`src/sv/mia_pkg.sv`:
```
package mia_pkg;

  // fixed field widths
  localparam int DATA_W         = 16;
  localparam int ADDR_W         = 8;
  localparam int PRED_W         = 2;
  localparam int FRAC_BITS      = 8;
  localparam int FEATURE_FIELDS = 5;
  localparam int SCORE_FIELDS   = 4;

  // default network shape
  localparam int DEF_WEIGHT_DEPTH     = 256;
  localparam int DEF_INPUT_COUNT      = 5;
  localparam int DEF_HIDDEN_COUNT     = 15;
  localparam int DEF_OUTPUT_COUNT     = 4;
  localparam int DEF_CLASSES_COMPARED = 3;

  // width of an index into n entries, at least one bit
  function automatic int idx_w(int n);
    return (n > 1) ? $clog2(n) : 1;
  endfunction

  function automatic int max2(int a, int b);
    return (a > b) ? a : b;
  endfunction

  // one past the last word of the parameter layout
  function automatic int layout_end(int ni, int nh, int no);
    return 2 * ni * nh + nh + ni + ni * no + no;
  endfunction

  // layout address width, wide enough to compare against the store depth
  function automatic int layout_w(int depth, int ni, int nh, int no);
    return $clog2(max2(layout_end(ni, nh, no), depth) + 1);
  endfunction

  typedef enum logic [1:0] {
    LAYER_IN,
    LAYER_MID,
    LAYER_OUT
  } layer_e;

  typedef enum logic [2:0] {
    ST_IDLE,
    ST_BIAS,
    ST_MAC,
    ST_DRAIN,
    ST_ARGMAX,
    ST_DONE
  } state_e;

  // controller to datapath
  typedef struct packed {
    logic   issue;
    logic   bias;
    logic   last;
    layer_e layer;
    logic   capture;
    logic   write;
    logic   argmax_init;
    logic   argmax_step;
    logic   load_out;
  } dp_cmd_t;

  // datapath to controller
  typedef struct packed {
    logic busy;
  } dp_status_t;

endpackage

```
`src/sv/mia_ctrl.sv`:
```
module mia_ctrl #(
  parameter int WEIGHT_DEPTH     = mia_pkg::DEF_WEIGHT_DEPTH,
  parameter int INPUT_COUNT      = mia_pkg::DEF_INPUT_COUNT,
  parameter int HIDDEN_COUNT     = mia_pkg::DEF_HIDDEN_COUNT,
  parameter int OUTPUT_COUNT     = mia_pkg::DEF_OUTPUT_COUNT,
  parameter int CLASSES_COMPARED = mia_pkg::DEF_CLASSES_COMPARED,
  localparam int LAY_W = mia_pkg::layout_w(WEIGHT_DEPTH, INPUT_COUNT, HIDDEN_COUNT,
                                           OUTPUT_COUNT),
  localparam int I_W   = mia_pkg::idx_w(mia_pkg::max2(INPUT_COUNT, HIDDEN_COUNT)),
  localparam int O_W   = mia_pkg::idx_w(mia_pkg::max2(mia_pkg::max2(INPUT_COUNT,
                                        HIDDEN_COUNT), OUTPUT_COUNT)),
  localparam int CMP   = (CLASSES_COMPARED < OUTPUT_COUNT) ? CLASSES_COMPARED
                                                            : OUTPUT_COUNT,
  localparam int CLS_W = mia_pkg::idx_w(CMP)
) (
  input  logic                 clk_i,
  input  logic                 rst_ni,
  input  logic                 in_valid_i,
  input  logic                 command_i,
  output logic                 in_ready_o,
  input  logic                 out_ready_i,
  output logic                 out_valid_o,
  input  mia_pkg::dp_status_t  status_i,
  output mia_pkg::dp_cmd_t     cmd_o,
  output logic [LAY_W-1:0]     rd_addr_o,
  output logic [I_W-1:0]       x_idx_o,
  output logic [O_W-1:0]       y_idx_o,
  output logic [CLS_W-1:0]     cmp_idx_o
);
  import mia_pkg::*;

  // layout bases
  localparam int W0_BASE = 0;
  localparam int B0_BASE = W0_BASE + INPUT_COUNT * HIDDEN_COUNT;
  localparam int W1_BASE = B0_BASE + HIDDEN_COUNT;
  localparam int B1_BASE = W1_BASE + HIDDEN_COUNT * INPUT_COUNT;
  localparam int W2_BASE = B1_BASE + INPUT_COUNT;
  localparam int B2_BASE = W2_BASE + INPUT_COUNT * OUTPUT_COUNT;

  state_e             state_q, state_d;
  layer_e             layer_q, layer_d;
  logic [O_W-1:0]     o_q, o_d;
  logic [I_W-1:0]     i_q, i_d;
  logic [LAY_W-1:0]   addr_q, addr_d;
  logic [CLS_W-1:0]   c_q, c_d;
  logic               out_valid_q, out_valid_d;

  logic [I_W-1:0]     nin_m1;
  logic [O_W-1:0]     nout_m1;
  logic [LAY_W-1:0]   nout_step;
  logic [LAY_W-1:0]   wbase;
  logic [LAY_W-1:0]   bbase;
  logic               last_mac;

  // shape of the current layer
  always_comb begin
    unique case (layer_q)
      LAYER_IN: begin
        nin_m1    = I_W'(INPUT_COUNT - 1);
        nout_m1   = O_W'(HIDDEN_COUNT - 1);
        nout_step = LAY_W'(HIDDEN_COUNT);
        wbase     = LAY_W'(W0_BASE);
        bbase     = LAY_W'(B0_BASE);
      end
      LAYER_MID: begin
        nin_m1    = I_W'(HIDDEN_COUNT - 1);
        nout_m1   = O_W'(INPUT_COUNT - 1);
        nout_step = LAY_W'(INPUT_COUNT);
        wbase     = LAY_W'(W1_BASE);
        bbase     = LAY_W'(B1_BASE);
      end
      LAYER_OUT: begin
        nin_m1    = I_W'(INPUT_COUNT - 1);
        nout_m1   = O_W'(OUTPUT_COUNT - 1);
        nout_step = LAY_W'(OUTPUT_COUNT);
        wbase     = LAY_W'(W2_BASE);
        bbase     = LAY_W'(B2_BASE);
      end
      default: begin
        nin_m1    = '0;
        nout_m1   = '0;
        nout_step = '0;
        wbase     = '0;
        bbase     = '0;
      end
    endcase
  end

  assign last_mac = (i_q == nin_m1);

  // state register
  always_ff @(posedge clk_i or negedge rst_ni) begin
    if (!rst_ni) begin
      state_q     <= ST_IDLE;
      layer_q     <= LAYER_IN;
      o_q         <= '0;
      i_q         <= '0;
      addr_q      <= '0;
      c_q         <= '0;
      out_valid_q <= 1'b0;
    end else begin
      state_q     <= state_d;
      layer_q     <= layer_d;
      o_q         <= o_d;
      i_q         <= i_d;
      addr_q      <= addr_d;
      c_q         <= c_d;
      out_valid_q <= out_valid_d;
    end
  end

  // next state and commands
  always_comb begin
    state_d     = state_q;
    layer_d     = layer_q;
    o_d         = o_q;
    i_d         = i_q;
    addr_d      = addr_q;
    c_d         = c_q;
    out_valid_d = out_valid_q && !out_ready_i;

    cmd_o       = '0;
    cmd_o.layer = layer_q;
    rd_addr_o   = addr_q;
    x_idx_o     = i_q;
    y_idx_o     = o_q;
    cmp_idx_o   = c_q;
    in_ready_o  = (state_q == ST_IDLE);

    unique case (state_q)
      ST_IDLE: begin
        if (in_valid_i) begin
          if (command_i) begin
            cmd_o.capture = 1'b1;
            layer_d       = LAYER_IN;
            o_d           = '0;
            state_d       = ST_BIAS;
          end else begin
            cmd_o.write = 1'b1;
          end
        end
      end
      ST_BIAS: begin
        cmd_o.issue = 1'b1;
        cmd_o.bias  = 1'b1;
        rd_addr_o   = bbase + LAY_W'(o_q);
        addr_d      = wbase + LAY_W'(o_q);
        i_d         = '0;
        state_d     = ST_MAC;
      end
      ST_MAC: begin
        cmd_o.issue = 1'b1;
        cmd_o.last  = last_mac;
        addr_d      = addr_q + nout_step;
        i_d         = i_q + 1'b1;
        if (last_mac) begin
          if (o_q == nout_m1) begin
            state_d = ST_DRAIN;
          end else begin
            o_d     = o_q + 1'b1;
            state_d = ST_BIAS;
          end
        end
      end
      ST_DRAIN: begin
        if (!status_i.busy) begin
          unique case (layer_q)
            LAYER_IN: begin
              layer_d = LAYER_MID;
              o_d     = '0;
              state_d = ST_BIAS;
            end
            LAYER_MID: begin
              layer_d = LAYER_OUT;
              o_d     = '0;
              state_d = ST_BIAS;
            end
            default: begin
              cmd_o.argmax_init = 1'b1;
              c_d               = CLS_W'(1);
              state_d           = (CMP > 1) ? ST_ARGMAX : ST_DONE;
            end
          endcase
        end
      end
      ST_ARGMAX: begin
        cmd_o.argmax_step = 1'b1;
        if (c_q == CLS_W'(CMP - 1)) begin
          state_d = ST_DONE;
        end else begin
          c_d = c_q + 1'b1;
        end
      end
      ST_DONE: begin
        if (!out_valid_q || out_ready_i) begin
          cmd_o.load_out = 1'b1;
          out_valid_d    = 1'b1;
          state_d        = ST_IDLE;
        end
      end
      default: begin
        state_d = ST_IDLE;
      end
    endcase
  end

  assign out_valid_o = out_valid_q;

  // store writes only between inferences
  a_write_idle: assert property (@(posedge clk_i) disable iff (!rst_ni)
    cmd_o.write |-> (state_q == ST_IDLE))
    else $error("store write outside idle");

  // a waiting result is never overwritten
  a_no_overwrite: assert property (@(posedge clk_i) disable iff (!rst_ni)
    cmd_o.load_out |-> (!out_valid_q || out_ready_i))
    else $error("result register overwritten");

  // next layer starts only once the pipeline is empty
  a_drain_empty: assert property (@(posedge clk_i) disable iff (!rst_ni)
    (state_q == ST_DRAIN && state_d != ST_DRAIN) |-> !status_i.busy)
    else $error("layer left with work in flight");

endmodule

```
`config.mk`:
```
export PLATFORM = sky130hd
export DESIGN_NAME = mia_ctrl
export DESIGN_NICKNAME = d
export VERILOG_FILES = /design/src/sv/mia_pkg.sv /design/src/sv/mia_ctrl.sv
export SDC_FILE = /design/constraint.sdc
export NUM_CORES = 1
export LEC_CHECK = 0
export ABC_AREA = 1
export BUFFER_PORTS_ARGS = -buffer_cell sky130_fd_sc_hd__clkbuf_2
export CORE_MARGIN = 8
export CORE_UTILIZATION = 32
export CTS_CLUSTER_DIAMETER = 30
export CTS_CLUSTER_SIZE = 14
export DETAILED_ROUTE_END_ITERATION = 7
export PLACE_DENSITY = 0.55
export SYNTH_ARGS = -nofsm -noshare
export SYNTH_HDL_FRONTEND = slang
export SYNTH_SLANG_ARGS = --single-unit
```
`constraint.sdc`:
```
create_clock -name clk_i -period 2.4 [get_ports clk_i]
set_input_delay 0.12 -clock clk_i [delete_from_list [all_inputs] [get_ports clk_i]]
set_output_delay 0.12 -clock clk_i [all_outputs]
set_load 0.1 [all_outputs]
```
-- Yosys cells after proc, flatten, opt, wreduce, memory -nomap -nowiden
Index checks and enable logic that the tools add are counted.
- register bits after elaboration: 25
- output and inout bits: 31
- word-level logic and storage cells: 99
- add/subtract/negate cells: 6
- equality and inequality tests: 21
- mux-type cells: 48
- reduce and logical (&&, ||, !) cells: 17
- operator list (kind ; count):
    4-bit one-hot mux with 3 select lines ; 3
    4-bit 2-to-1 mux ; 6
    8-bit one-hot mux with 3 select lines ; 1
    3-bit 2-to-1 mux ; 7
    2-bit inequality test, second input constant ; 10
    9-bit by 4-bit adder with 9-bit output ; 2
    2-bit 2-to-1 mux ; 9
    3-bit one-hot mux with 6 select lines ; 1
    9-bit one-hot mux with 2 select lines ; 1
    4-bit one-hot mux with 2 select lines ; 2
    8-bit one-hot mux with 2 select lines ; 1
    1-bit 2-to-1 mux ; 13
    2-bit one-hot mux with 2 select lines ; 3
    9-bit adder ; 1
    9-bit 2-to-1 mux ; 1
    4-bit by 1-bit adder with 4-bit output, second input constant ; 2
    4-bit == test ; 2
    7-bit AND reduction ; 1
    3-bit by 2-bit == test with 1-bit output, second input constant ; 2
    3-bit == test, second input constant ; 2
    6-bit AND reduction ; 1
    2-bit nonzero test ; 3
    2-bit OR reduction ; 3
    5-bit AND reduction ; 1
    12 further kinds ; 14

-- Depth between registers and ports, before layout
Gate-level depths: netlist (run 1).
- depth in word-level cells: 6
- mapped depth: 14
- depth with buffers taken out: 14

-- Least setup slack after synthesis (run 1)
OpenSTA, ideal clock, no wires.
- path kind: register -> output
- from: reg layer_q[0]
- to: out rd_addr_o[2]
- arrival: 4.754 ns
- data required time: 2.280 ns
- slack: -2.474 ns
- stages on the path, launching flop included: 9
- buffers on the path: 0
- cell sequence: dfrtp_1 -> inv_1 -> ha_1 -> nor2_1 -> inv_1 -> ha_1 -> fa_1 -> xnor2_1 -> o21ai_0
- word-level cells in the longest chain between the ends: 4
- elaborated cells on any way between the ends: 6
- ends and longest elaborated chain (what ; line ; source):
    start, declared ; mia_ctrl.sv:41 ; layer_e layer_q, layer_d;
    start signal, assigned ; mia_ctrl.sv:103 ; layer_q <= layer_d;
    2-bit == test, or another cell as far along ; mia_ctrl.sv:57 ; unique case (layer_q)
    8-bit one-hot mux with 3 select lines * ; mia_ctrl.sv:57 ;
    9-bit by 4-bit adder with 9-bit output * ; mia_ctrl.sv:146 ; rd_addr_o = bbase + LAY_W'(o_q);
    9-bit 2-to-1 mux * ; mia_ctrl.sv:130 ; unique case (state_q)
    end, declared ; mia_ctrl.sv:25 ; output logic [LAY_W-1:0] rd_addr_o,
Every way passes the cells marked *; elsewhere a longest branch is shown, timed or not.

-- Worst setup path after layout (run 1)
- from: reg layer_q[1]
- to: out rd_addr_o[8]
The elaborated chain is that of the path after synthesis.

==> results of run 1 <==
[critical path, cell delays in order, from the launching register on]
cell     delay [ns]
dfrtp_4        0.54
inv_6          0.11
ha_4           0.17
nor2_4         0.04
inv_2          0.07
ha_4           0.13
fa_2           0.21
nand3_2        0.09
nand3_4        0.10
nand2_4        0.07
buf_6          0.12
o32ai_4        0.23
buf_12         0.21
[kinds of logic (layout without fill, tap and decap cells)]
family | count (synthesis) | after routing | share of synthesized area [%]
buffers and inverters | 58 | 118 | 11.1
flip-flops | 25 | 25 | 28.8
adder cells (fa/ha/maj) | 20 | 20 | 11.9
AO/OA/AOI/OAI | 50 | 50 | 14.0
AND/OR/NAND/NOR | 148 | 148 | 31.4
XOR/XNOR | 7 | 7 | 2.82
[state kept, by name (all words and copies together), names as in the netlist]
signal       flops
addr_q           9
x_idx_o          4
y_idx_o          4
state_q          3
cmp_idx_o        2
layer_q          2
out_valid_o      1
[through the flow]
stage / std cells / area (sq um) / utilization [%] / worst slack (ns) / setup TNS, ns
5_1_grt: 448 / 3190 / 47.7 / -0.194 / -0.708
3_5_place_dp: 427 / 2900 / 43.3 / 0.0717 / 0
2_1_floorplan: 308 / 2430 / - / -0.279 / -0.687
6_report: 448 / 3190 / 47.7 / -0.0936 / -0.262
4_1_cts: 442 / 3080 / 46.2 / -0.0962 / -0.362
3_3_place_gp: 427 / 2900 / 43.3 / 0.128 / 0
[worst max-delay path by stage]
stage                                      start      endpoint  slack (ns)  cells past startpoint
after detailed placement  layer_q[0]$_DFFE_PN0P_  rd_addr_o[4]        0.07                     11
after global routing      layer_q[1]$_DFFE_PN0P_  rd_addr_o[8]       -0.19                     12
after CTS                 layer_q[0]$_DFFE_PN0P_  rd_addr_o[4]        -0.1                     11
after floorplan           layer_q[0]$_DFFE_PN0P_  rd_addr_o[4]       -0.28                     11
final                     layer_q[1]$_DFFE_PN0P_  rd_addr_o[8]       -0.09                     12
after global placement    layer_q[0]$_DFFE_PN0P_  rd_addr_o[4]        0.13                     11
[cells in the final DEF (no fill, tap or decap), types with 5 or more instances in the layout]
master    netlist  final
a21oi_1        13      9
nand3_2         2      6
nand2_2         1      9
clkbuf_2        0     24
ha_1           19     10
inv_1          48     43
inv_2           5      8
buf_4           2     24
nand4_1         5      5
nor2_1         20     16
o21ai_2         2      5
dfrtp_1        25     21
buf_12          0     11
nand3_1        29     24
nor2_2          3      5
nand2_1        77     68
ha_4            0      9
o21ai_1         6      6
o21ai_0        17     10
[repair_timing]
item                       CTS  global route
setup endpoints to repair    6            10
hold endpoints to repair    25             0
pin swaps                   10            12
setup buffers               10             7
resized for setup           14            13
hold buffers                 1             0
[final cells by class]
class	instances	area [sq um]	share of cell area (%)
Timing Repair Buffer	61	542	17.0
Multi-Input combinational cell	225	1650	51.8
Tap cell	80	100	3.14
Inverter	53	211	6.63
Clock inverter	1	7.51	0.235
Clock buffer	3	41.3	1.30
Sequential cell	25	636	19.9
[per-layer routing]
| layer | vias up | GRT usage, % | share of wire [%] |
|---|---|---|---|
| met5 | - | 0 | 0 |
| met4 | 0 | 3.90 | 1.3 |
| met3 | 9 | 2.68 | 4.4 |
| met2 | 53 | 23.1 | 51 |
| met1 | 1034 | 16.3 | 43 |
| li1 | 1125 | - | - |
==> reports/metrics.cfg, run 1 <==
[logic_synthesis]
yosys_warnings = 0
synth_edf_count = 0
synth_cell_types = 33
synth_common_cells = 77 x nand2_1, 48 x inv_1, 29 x nand3_1, 25 x dfrtp_1, 20 x nor2_1
synth_top_cell_area_share_pct = 28.8
yosysTopAreaCell = dfrtp_1
synth_seq_cells = 25
synthesis.nets = 334
synth_top_cells_by_area = dfrtp_1 29%, nand2_1 13%, ha_1 11%
yosysSeqAreaShare_pct = 28.8
syn_avg_cell_area_sq_um = 7.06
async_flop_share_pct = 100
synth.cell_area_sq_um = 2170
synth_flop_cell = dfrtp_1
yosysMostFrequentCell = nand2_1
syn_inst = 308

[sta]
tightest_slew_ns = 0.701
slew_violations = 0
rsz0062_at_grt = yes
fin_worst_skew_ns = 0.00871
fin_crit_sh_pct = 104
fin_hold_ws_ns = 0.129
finalCriticalPeriod_ns = 2.49
hold_violations = 0
setup_ws_ns = -0.0936
setup_viol_count_final = 4
slew_headroom_pct = 53.2
fmax_mhz = 401

[floorplanning]
num_rows = 30
core_sq_um = 6680
dieWidth_microns = 98.4
die_area_sq_um = 9690
die_h_microns = 98.4
ios = 37
initial_core_util_pct = 32.5

[critical_path]
cp-end-kind = output pin
r2r-start = layer_q[0]$_DFFE_PN0P_
arrival_ns = 2.37
crit_type = flip-flop to output pin
r2r_end = addr_q[6]$_DFFE_PN0P_
r2r_setup_slack_ns = 0.17
cp_max_fo = 5
cp.required_ns = 2.28
critPathLaunchType = flip-flop
r2r_cells = 15

[cts]
clockBufferDepth = 2
cts_num_sinks = 25
cts_tree = done
path_clk_slew_ns = 0.11
clkLatencyLatePin_ns = 0.29
numCtsBuffers = 3
htreeDepth = 1
clockRootBuffer = clkbuf_8

[route]
drtAntennaViolNets = 0
drt_iter0_markers = 104
vias = 2221
wl_per_cell_microns = 14.5
totalWireLength_mm = 6.48
remaining_drc_errors = 0
routed_via_density = 4.96
drt_pre_antenna_iters = 5

[placed_design]
hpwl_mm = 5.03
port_buffers = 36
finalWeightedCongestion = 0.842

[hold_path]
hold_start = out_ready_i
holdPathEnd = out_valid_o$_DFF_PN0_
min_path_type = input port to flip-flop
hold_path_depth = 4

[cells_and_area]
layout.nets = 395
nFillCells = 659
antenna_cells = 0
drive_above_1_share_pct = 37.8
syn_to_final_growth_pct = 46.6

[global_routing]
overflow = 0
track_usage_pct = 13.4
grt_first_pass_wirelength_mm = 10.8
grt_max_degree = 26
antenna_found_initial = 0
grt_pass1_vias = 2237

[job]
maxCapViolations = 0

[outcome]
violations = setup timing
outcome = finished, violations left

Power of run 1 is not shown: default switching activity piles up to over one toggle a cycle in this logic, so the estimate is an artifact.
==> run 2: changes to the inputs <==
RECOVER_POWER = 50   (was default)
==> reports/metrics.cfg, run 2 (synthesis gave the netlist of run 1 again) <==
[cells_and_area]
layout.nets = 395
antenna_cells = 0
layout_common_cells = 68 x nand2_1, 43 x inv_1, 24 x nand3_1, 24 x buf_4, 21 x dfrtp_1
layout_commonest_cell = nand2_1
largest_register_ff_count = 9
regMostFlops = addr_q
syn_to_final_growth_pct = 46.0
drive_above_1_share_pct = 35.1

[placed_design]
finalWeightedCongestion = 0.842
pre_cts_ws_ns = 0.0717
hpwl_mm = 5.03
port_buffers = 36

[floorplanning]
core_sq_um = 6680
ios = 37
dieWidth_microns = 98.4
die_area_sq_um = 9690
die_h_microns = 98.4
num_rows = 30
initial_core_util_pct = 32.5

[global_routing]
antenna_found_initial = 0
grt_pass1_vias = 2237
overflow = 0
grt_first_pass_wirelength_mm = 10.8
grt_max_degree = 26
track_usage_pct = 13.4

[sta]
slew_headroom_pct = -1.63
setup_ws_ns = -0.0935
slew_violations = 26
rsz0062_at_grt = yes
finalCriticalPeriod_ns = 2.49
setup_viol_count_final = 4
tightest_slew_ns = 1.52
fin_worst_skew_ns = 0.00432
fin_crit_sh_pct = 104
fmax_mhz = 401
hold_violations = 0

[critical_path]
critPathSlowestCell = dfrtp_4
path_cells = inv_6, ha_4, nor2_4, inv_2, ha_4, fa_2, nand3_2, nand3_4, nand2_4, buf_6, o32ai_4, buf_12
crit_path_frequent_cell = ha_4
cpPeakStageDelay_ns = 0.54
cp.required_ns = 2.28
cp-end-kind = output pin
crit_family = flip-flops
cp.buffers_inverters = 4
arrival_ns = 2.37
crit_type = flip-flop to output pin
cp_max_fo = 5
critPathLaunchType = flip-flop

[cts]
path_clk_slew_ns = 0.10
cts_tree = done
cts_num_sinks = 25
numCtsBuffers = 3
htreeDepth = 1
clkLatencyLatePin_ns = 0.28
clockBufferDepth = 2
clockRootBuffer = clkbuf_8

[route]
remaining_drc_errors = 0
drt_iter0_markers = 107
drtAntennaViolNets = 0
vias = 2222
routed_via_density = 4.96
totalWireLength_mm = 6.45
drt_pre_antenna_iters = 5
wl_per_cell_microns = 14.4

[outcome]
outcome = finished, violations left
violations = capacitance limit, slew limit, setup timing

[hold_path]
min_path_type = input port to flip-flop

[job]
maxCapViolations = 1

[run 2: worst reg2reg max path, cell delays in order (launching register included)]
cell and delay, ns:
dfrtp_4 0.55, ha_4 0.19, nor2_4 0.11, inv_2 0.06, buf_4 0.13, buf_4 0.12, buf_4 0.14, ha_4 0.17
ha_4 0.16, a21oi_4 0.13, o21ai_2 0.10, nand3_2 0.09, inv_2 0.05, nand2_1 0.05, nand3_1 0.06, nand3_1 0.08
[run 2: area by class of cell]
cell class              instances  area (sq um)
fillers                       663          3510
inverters                      53           211
clock inverters                 1          7.51
flip-flops and latches         25           636
repair buffers                 61           529
well taps                      80           100
clock buffers                   3          41.3
multi-input cells             225          1650
[run 2: final timing paths]
kind / from / cells after the start / slack (ns) / endpoint
setup / recovery: layer_q[1]$_DFFE_PN0P_ / 12 / -0.09 / rd_addr_o[8]
hold / removal: out_ready_i / 4 / 0.13 / out_valid_o$_DFF_PN0_
setup reg to reg: layer_q[0]$_DFFE_PN0P_ / 15 / 0.16 / addr_q[6]$_DFFE_PN0P_
hold reg to reg: x_idx_o[3]$_DFFE_PN0P_ / 1 / 0.52 / x_idx_o[3]$_DFFE_PN0P_
max in group asynchronous: rst_ni / 2 / 0.58 / layer_q[0]$_DFFE_PN0P_
min in group asynchronous: rst_ni / 2 / 0.74 / addr_q[7]$_DFFE_PN0P_
[run 2: routing by layer]
metal  vias to the layer above  track usage (%)  share of wire, %
met2                        59             23.1                51
met5                         -                0                 0
met1                      1028             16.3                43
li1                       1126                -                 -
met4                         0             3.90               1.3
met3                         9             2.68               4.6
[run 2: per-stage QoR]
step,TNS (ns),instance area [sq um],hold slack [ns],instances,util (%)
after global routing,-0.708,3180,0.162,448,47.5
after global placement,0,2900,0.198,427,43.3
after detailed placement,0,2900,0.207,427,43.3
after floorplan,-0.687,2430,-0.176,308,-
final,-0.262,3180,0.131,448,47.5
after CTS,-0.362,3080,0.125,442,46.2
[run 2: what timing repair did]
action | CTS | global route
pin swaps | 10 | 12
resized for setup | 14 | 13
setup buffers | 10 | 7
endpoints found under the hold margin | 25 | 0
hold buffers | 1 | 0
setup endpoints to repair | 6 | 10
Power of run 2 is left out for the same reason.
